### src/design/rhc_pkg.sv
`timescale 1ns / 1ps

package rhc_pkg;

   // pixel and result widths
   localparam int CHANNEL_BITS  = 8;
   localparam int FRACTION_BITS = 16;

   // hue works in sixths of a turn
   localparam int TURN_SECTORS  = 6;

   // 6 * delta stays below 2^(CHANNEL_BITS + 3)
   localparam int HUE_DIV_BITS  = CHANNEL_BITS + 3;

   // input pixel
   typedef struct packed {
      logic [CHANNEL_BITS-1:0] red;
      logic [CHANNEL_BITS-1:0] green;
      logic [CHANNEL_BITS-1:0] blue;
   } rhc_req_type;

   // output hsv triple
   typedef struct packed {
      logic [FRACTION_BITS-1:0] hue;
      logic [FRACTION_BITS:0]   saturation;
      logic [CHANNEL_BITS-1:0]  brightness;
   } rhc_rsp_type;

   // state of both long divisions as it travels down the pipe
   typedef struct packed {
      logic [CHANNEL_BITS-1:0]  brightness;
      logic [CHANNEL_BITS-1:0]  sat_div;
      logic [CHANNEL_BITS-1:0]  sat_rem;
      logic [FRACTION_BITS:0]   sat_quo;
      logic [HUE_DIV_BITS-1:0]  hue_div;
      logic [HUE_DIV_BITS-1:0]  hue_rem;
      logic [FRACTION_BITS-1:0] hue_quo;
   } rhc_stage_type;

endpackage

### src/design/rgb_to_hsv_converter_top.sv
`timescale 1ns / 1ps

// RGB to HSV converter. Takes one pixel per clock while req_stall is low and returns
// hue, saturation and brightness from the last stage register. One front stage finds
// the largest and smallest channel and the hue sector, then FRACTION_BITS stages each
// produce one quotient bit of both the saturation and the hue division. Each stage
// holds its own valid bit and moves whenever the stage after it is empty or moving,
// so bubbles close up and input transfers continue while a result waits on rsp_stall
// as long as some stage is still empty.
module rgb_to_hsv_converter_top (
   input  logic                 clock,
   input  logic                 reset,
   input  logic                 req_valid,
   output logic                 req_stall,
   input  rhc_pkg::rhc_req_type req_payload,
   output logic                 rsp_valid,
   input  logic                 rsp_stall,
   output rhc_pkg::rhc_rsp_type rsp_payload
);

   localparam int F = rhc_pkg::FRACTION_BITS;

   logic [F:0]             stage_valid;
   logic [F:0]             stage_en;
   rhc_pkg::rhc_stage_type stage_data [0:F];

   // advance chain: a stage moves if it is empty or its successor moves
   assign stage_en[F] = !stage_valid[F] || !rsp_stall;

   genvar k;
   generate
      for (k = 0; k < F; k++) begin : g_en
         assign stage_en[k] = !stage_valid[k] || stage_en[k+1];
      end
   endgenerate

   // sector and range stage
   rhc_front u_front (
      .clock    (clock),
      .reset    (reset),
      .enable   (stage_en[0]),
      .up_valid (req_valid),
      .up_data  (req_payload),
      .dn_valid (stage_valid[0]),
      .dn_data  (stage_data[0])
   );

   // one quotient bit per stage
   generate
      for (k = 1; k <= F; k++) begin : g_div
         rhc_div_step u_step (
            .clock    (clock),
            .reset    (reset),
            .enable   (stage_en[k]),
            .up_valid (stage_valid[k-1]),
            .up_data  (stage_data[k-1]),
            .dn_valid (stage_valid[k]),
            .dn_data  (stage_data[k])
         );
      end
   endgenerate

   assign req_stall = !stage_en[0];

   // result from the last stage register
   assign rsp_valid              = stage_valid[F];
   assign rsp_payload.hue        = stage_data[F].hue_quo;
   assign rsp_payload.saturation = stage_data[F].sat_quo;
   assign rsp_payload.brightness = stage_data[F].brightness;

endmodule

### src/design/rhc_front.sv
`timescale 1ns / 1ps

module rhc_front (
   input  logic                  clock,
   input  logic                  reset,
   input  logic                  enable,
   input  logic                  up_valid,
   input  rhc_pkg::rhc_req_type  up_data,
   output logic                  dn_valid,
   output rhc_pkg::rhc_stage_type dn_data
);

   localparam int C = rhc_pkg::CHANNEL_BITS;
   localparam int H = rhc_pkg::HUE_DIV_BITS;

   logic                   red_top;
   logic                   green_top;
   logic [C-1:0]           top;
   logic [C-1:0]           bottom;
   logic [C-1:0]           delta;
   logic [H-1:0]           delta_ext;
   logic [H-1:0]           turn;
   logic [H-1:0]           num;
   logic                   sat_first;
   logic                   valid_in;
   logic                   valid_ff;
   rhc_pkg::rhc_stage_type stage_in;
   rhc_pkg::rhc_stage_type stage_ff;

   // largest and smallest channel, ties go to red then green
   always_comb begin
      red_top   = (up_data.red >= up_data.green) && (up_data.red >= up_data.blue);
      green_top = !red_top && (up_data.green >= up_data.blue);
      if (red_top) begin
         top = up_data.red;
      end else if (green_top) begin
         top = up_data.green;
      end else begin
         top = up_data.blue;
      end
      if ((up_data.red <= up_data.green) && (up_data.red <= up_data.blue)) begin
         bottom = up_data.red;
      end else if (up_data.green <= up_data.blue) begin
         bottom = up_data.green;
      end else begin
         bottom = up_data.blue;
      end
      delta     = top - bottom;
      delta_ext = H'(delta);
      turn      = H'(delta_ext * H'(rhc_pkg::TURN_SECTORS));
   end

   // hue numerator, kept in [0, turn) by wrapping a negative red sector
   always_comb begin
      if (red_top) begin
         if (up_data.green >= up_data.blue) begin
            num = H'(up_data.green) - H'(up_data.blue);
         end else begin
            num = turn - (H'(up_data.blue) - H'(up_data.green));
         end
      end else if (green_top) begin
         num = (delta_ext << 1) + H'(up_data.blue) - H'(up_data.red);
      end else begin
         num = (delta_ext << 2) + H'(up_data.red) - H'(up_data.green);
      end
   end

   // leading saturation bit: delta equals top only when min is zero
   assign sat_first = (bottom == '0) && (top != '0);

   // seed both dividers; a zero divisor is replaced so black and grey give zero
   always_comb begin
      stage_in.brightness = top;
      stage_in.sat_div    = (top == '0) ? C'(1) : top;
      stage_in.sat_rem    = sat_first ? '0 : delta;
      stage_in.sat_quo    = (rhc_pkg::FRACTION_BITS + 1)'(sat_first);
      stage_in.hue_div    = (delta == '0) ? H'(rhc_pkg::TURN_SECTORS) : turn;
      stage_in.hue_rem    = num;
      stage_in.hue_quo    = '0;
   end

   assign valid_in = enable ? up_valid : valid_ff;

   // stage register
   always_ff @(posedge clock) begin
      if (reset) begin
         valid_ff <= 1'b0;
      end else begin
         valid_ff <= valid_in;
      end
   end

   always_ff @(posedge clock) begin
      if (enable && up_valid) begin
         stage_ff <= stage_in;
      end
   end

   assign dn_valid = valid_ff;
   assign dn_data  = stage_ff;

endmodule

### src/design/rhc_div_step.sv
`timescale 1ns / 1ps

module rhc_div_step (
   input  logic                   clock,
   input  logic                   reset,
   input  logic                   enable,
   input  logic                   up_valid,
   input  rhc_pkg::rhc_stage_type up_data,
   output logic                   dn_valid,
   output rhc_pkg::rhc_stage_type dn_data
);

   localparam int C = rhc_pkg::CHANNEL_BITS;
   localparam int F = rhc_pkg::FRACTION_BITS;
   localparam int H = rhc_pkg::HUE_DIV_BITS;

   logic [C:0]             sat_trial;
   logic [C:0]             sat_diff;
   logic                   sat_bit;
   logic [H:0]             hue_trial;
   logic [H:0]             hue_diff;
   logic                   hue_bit;
   logic                   valid_in;
   logic                   valid_ff;
   rhc_pkg::rhc_stage_type stage_in;
   rhc_pkg::rhc_stage_type stage_ff;

   // one restoring step of the saturation division
   always_comb begin
      sat_trial = {up_data.sat_rem, 1'b0};
      sat_diff  = sat_trial - {1'b0, up_data.sat_div};
      sat_bit   = sat_trial >= {1'b0, up_data.sat_div};
   end

   // one restoring step of the hue division
   always_comb begin
      hue_trial = {up_data.hue_rem, 1'b0};
      hue_diff  = hue_trial - {1'b0, up_data.hue_div};
      hue_bit   = hue_trial >= {1'b0, up_data.hue_div};
   end

   // shift in the new quotient bits, keep the remainders below the divisors
   always_comb begin
      stage_in         = up_data;
      stage_in.sat_rem = sat_bit ? sat_diff[C-1:0] : sat_trial[C-1:0];
      stage_in.sat_quo = {up_data.sat_quo[F-1:0], sat_bit};
      stage_in.hue_rem = hue_bit ? hue_diff[H-1:0] : hue_trial[H-1:0];
      stage_in.hue_quo = {up_data.hue_quo[F-2:0], hue_bit};
   end

   assign valid_in = enable ? up_valid : valid_ff;

   // stage register
   always_ff @(posedge clock) begin
      if (reset) begin
         valid_ff <= 1'b0;
      end else begin
         valid_ff <= valid_in;
      end
   end

   always_ff @(posedge clock) begin
      if (enable && up_valid) begin
         stage_ff <= stage_in;
      end
   end

   assign dn_valid = valid_ff;
   assign dn_data  = stage_ff;

endmodule

### config.mk
export PLATFORM = sky130hd
export DESIGN_NAME = rgb_to_hsv_converter_top
export DESIGN_NICKNAME = d
export VERILOG_FILES = /design/src/design/rhc_pkg.sv /design/src/design/rgb_to_hsv_converter_top.sv /design/src/design/rhc_front.sv /design/src/design/rhc_div_step.sv
export SDC_FILE = /design/constraint.sdc
export NUM_CORES = 2
export LEC_CHECK = 0
export ABC_CLOCK_PERIOD_IN_PS = 6400
export BUFFER_PORTS_ARGS = -buffer_cell sky130_fd_sc_hd__buf_4
export CAP_MARGIN = 15
export CORE_UTILIZATION = 45
export DETAILED_ROUTE_END_ITERATION = 8
export GPL_TIMING_DRIVEN = 0
export PLACE_DENSITY = 0.65
export SETUP_SLACK_MARGIN = 0.5
export SYNTH_ARGS = -nofsm -noshare
export SYNTH_HDL_FRONTEND = slang
export SYNTH_SLANG_ARGS = --single-unit
### constraint.sdc
create_clock -name clock -period 6.4 [get_ports clock]
set_input_delay 0.64 -clock clock [delete_from_list [all_inputs] [get_ports clock]]
set_output_delay 0.64 -clock clock [all_outputs]
set_load 0.005 [all_outputs]
==> results.ini <==
[yosys]
synth_cell_types=76
async_flop_share=0
ys.flop_type=edfxtp_1
yosys.area_share.simple=0.0764
synth-compound-area-share=0.0959
synth_adder_area_share=0.112
synthMuxAreaShare=0.0181
synth_top_family_by_area=adder cells
syn_area_sq_um=49100
synth_nets=4304
synth_area_per_cell_sq_um=12.7
synth_cells=3863
ys_ff_latch=1019
synth_edf_count=1002
synth_seq_area_share=0.619
yosysWarnings=0
synth-xor-area-share=0.0311

[power_and_ir_drop]
ir_drop_uv=306
power_density_nw_per_um2=333
p_leak_uw=0.0218

[setup_path]
crit_top_cell=inv_1
start_kind=primary input
worstSetupPathType=primary input to register
crit_slowest_cell=fa_2
worstPathRequired_ns=6.80
crit_fanout=9
end_kind=register
worstPathArrival_ns=6.21
cp_slowest_stage_delay_ns=0.68

[floorplanning]
die_y_microns=332
row_count=120
die-area_sq_um=111000
io_pins=71
start_util=0.456
die_w_microns=332
core_area_sq_um=108000

[routing]
wl_met2_mm=45.4
detail-route-antenna-nets=0
totalWireLength_mm=85.4
vias=28352
drt_iter0_markers=1247
wl_met3_mm=2.87
highest-signal-layer=met4
firstDrtPassIters=5
wirelength_met1_mm=34.7
drcViolationCount=0
wl_per_cell_microns=15.3
via_per_inst=5.08

[timing]
finClkSkew_ns=0.0256
tightest_slew_ns=1.00
final-setup-viol-count=0
hold_viol=0
setup_ws_ns=0.596
setup_tns_ns=0
fmax_mhz=172
slew_violations=0
slew_headroom=0.325
fin_crit_sh=0.907
rsz0062_at_grt=yes
min_period_ns=5.80

[clock_tree]
cts_tree=yes
cts.clk_slew.worst_paths_ns=0.06
clockRootBuffer=clkbuf_16
cts_max_level=3
cts_inserted_buffers=103
clock_sinks=1019
clk_path_buf_depth=3
clkLatencyLatePin_ns=0.67
holdBufCountCts=0

[placed_design]
hpwl_mm=63.5
place_inst=5359
post_dp_cell_area_sq_um=52100
gp_congestion=0.878
pre_cts_slack_ns=-0.942
numPortBuffers=69

[final_layout]
seq_area_sq_um=30400
multiInputGateArea_sq_um=16800
final_nets=4534
num-fill-cells=8949
antenna-diode-count=0
area_growth_pct=14.2
design_area_sq_um=56100
drive_gt1_frac=0.107
fin_cells=5584
fin_util=0.521
final_common_cell=edfxtp_1
final_cell_mix=edfxtp_1, inv_1, ha_1

[global_route]
antenna_found_initial=0
grt_max_degree=66
grt.total_usage=0.155
gr-total-overflow=0
grt_pass1_vias=28888
grt_pass1_wl_mm=140

[job]
drv_cap=0

[status]
status=finished, final reports clean

[min_path]
hp-class=primary input to register

==> timing repair <==
action | CTS | global route
endpoints found under the hold margin | 0 | 0
setup buffers | 11 | 20
setup endpoints to repair | 10 | 13
pin swaps | 5 | 15
resized for setup | 42 | 44
==> flip-flops by register name (all words and copies together) (netlist names) <==
| signal | cells |
|---|---|
| g_div.u_step.dn_data | 956 |
| u_front.dn_data | 46 |
| g_div.u_step.dn_valid | 16 |
| u_front.dn_valid | 1 |
==> report_power, final <==
part           internal [uW]  total [uW]  switching [uW]
Sequential              7660        7780             118
Combinational           2220        4890            2670
Clock                   3500        6010            2500
==> cells by family (layout without fill, tap and decap cells) <==
group,after synthesis,in the layout
buffers and inverters,608,926
xor gates and xnor gates,173,173
DFF,1019,1019
AOI/OAI and AO/OA,755,755
muxes,79,79
and+or+nand+nor,815,815
adders and majority gates,414,414
==> layer usage <==
metal  vias to the layer above  global-route usage
met4                         0              0.0580
met3                       165              0.0242
met2                       424               0.294
met5                         -                   0
li1                      14239                   -
met1                     13524               0.173
==> cells in the mapped netlist, drive strengths merged (3+ instances only) <==
cell,instances,area (sq um)
edfxtp,1002,30100
inv,556,2090
ha,368,4600
nand2,281,1050
o21ai,279,1400
nor2,236,886
a21oi,166,846
xnor2,95,847
nor2b,83,519
xor2,78,683
a21boi,66,507
a21o,56,420
mux2,56,631
o31ai,53,412
nand4,49,307
fa,45,901
clkbuf,43,161
nand3,41,210
nand2b,38,238
and3,30,188
nor3,22,115
mux2i,21,214
dfxtp,17,340
a221oi,16,146
a311oi,16,140
o211ai,16,130
o21a,15,113
a211oi,13,97.6
and2,13,81.3
o21bai,13,97.6
a211o,9,78.8
buf,9,52.6
a31oi,8,50.1
o31a,7,61.3
nor4,5,31.3
or2,5,31.3
and4,3,28.8
o211a,3,30.0
or3,3,18.8
==> critical path: cells and delay by family <==
kind            cells  cell delay (ns)
xor+xnor            1             0.10
buf+inv             9             1.07
compound gates     12             2.20
fa+ha+maj           5             2.03
simple gates        2             0.16
==> cell type report <==
class                      instances  share of cell area
clock buffer                     112              0.0473
timing repair buffer             125              0.0222
clock inverter                    81              0.0142
buffer                            52             0.00519
sequential                      1019               0.542
multi-input combinational       2236               0.300
inverter                         556              0.0377
tap                             1403              0.0313
==> path summary, 6_finish.rpt <==
check,from,end,slack [ns],cells past startpoint
worst max-delay path,req_payload[2],u_front.dn_data[23],0.60,29
worst min-delay path,rsp_stall,g_div[16].u_step.dn_valid,0.24,3
worst max register to register,g_div[5].u_step.dn_data[29],g_div[6].u_step.dn_data[18],2.76,13
worst min register to register,g_div[6].u_step.dn_data[73],g_div[7].u_step.dn_data[73],0.40,0
==> through the flow <==
stage	total power (uW)	hold WS [ns]
6_report	18700	0.240
2_1_floorplan	11400	0.400
3_5_place_dp	12400	0.405
3_3_place_gp	12300	0.400
5_1_grt	19700	0.214
4_1_cts	18700	0.181
Power figures use the tool's default switching activity.
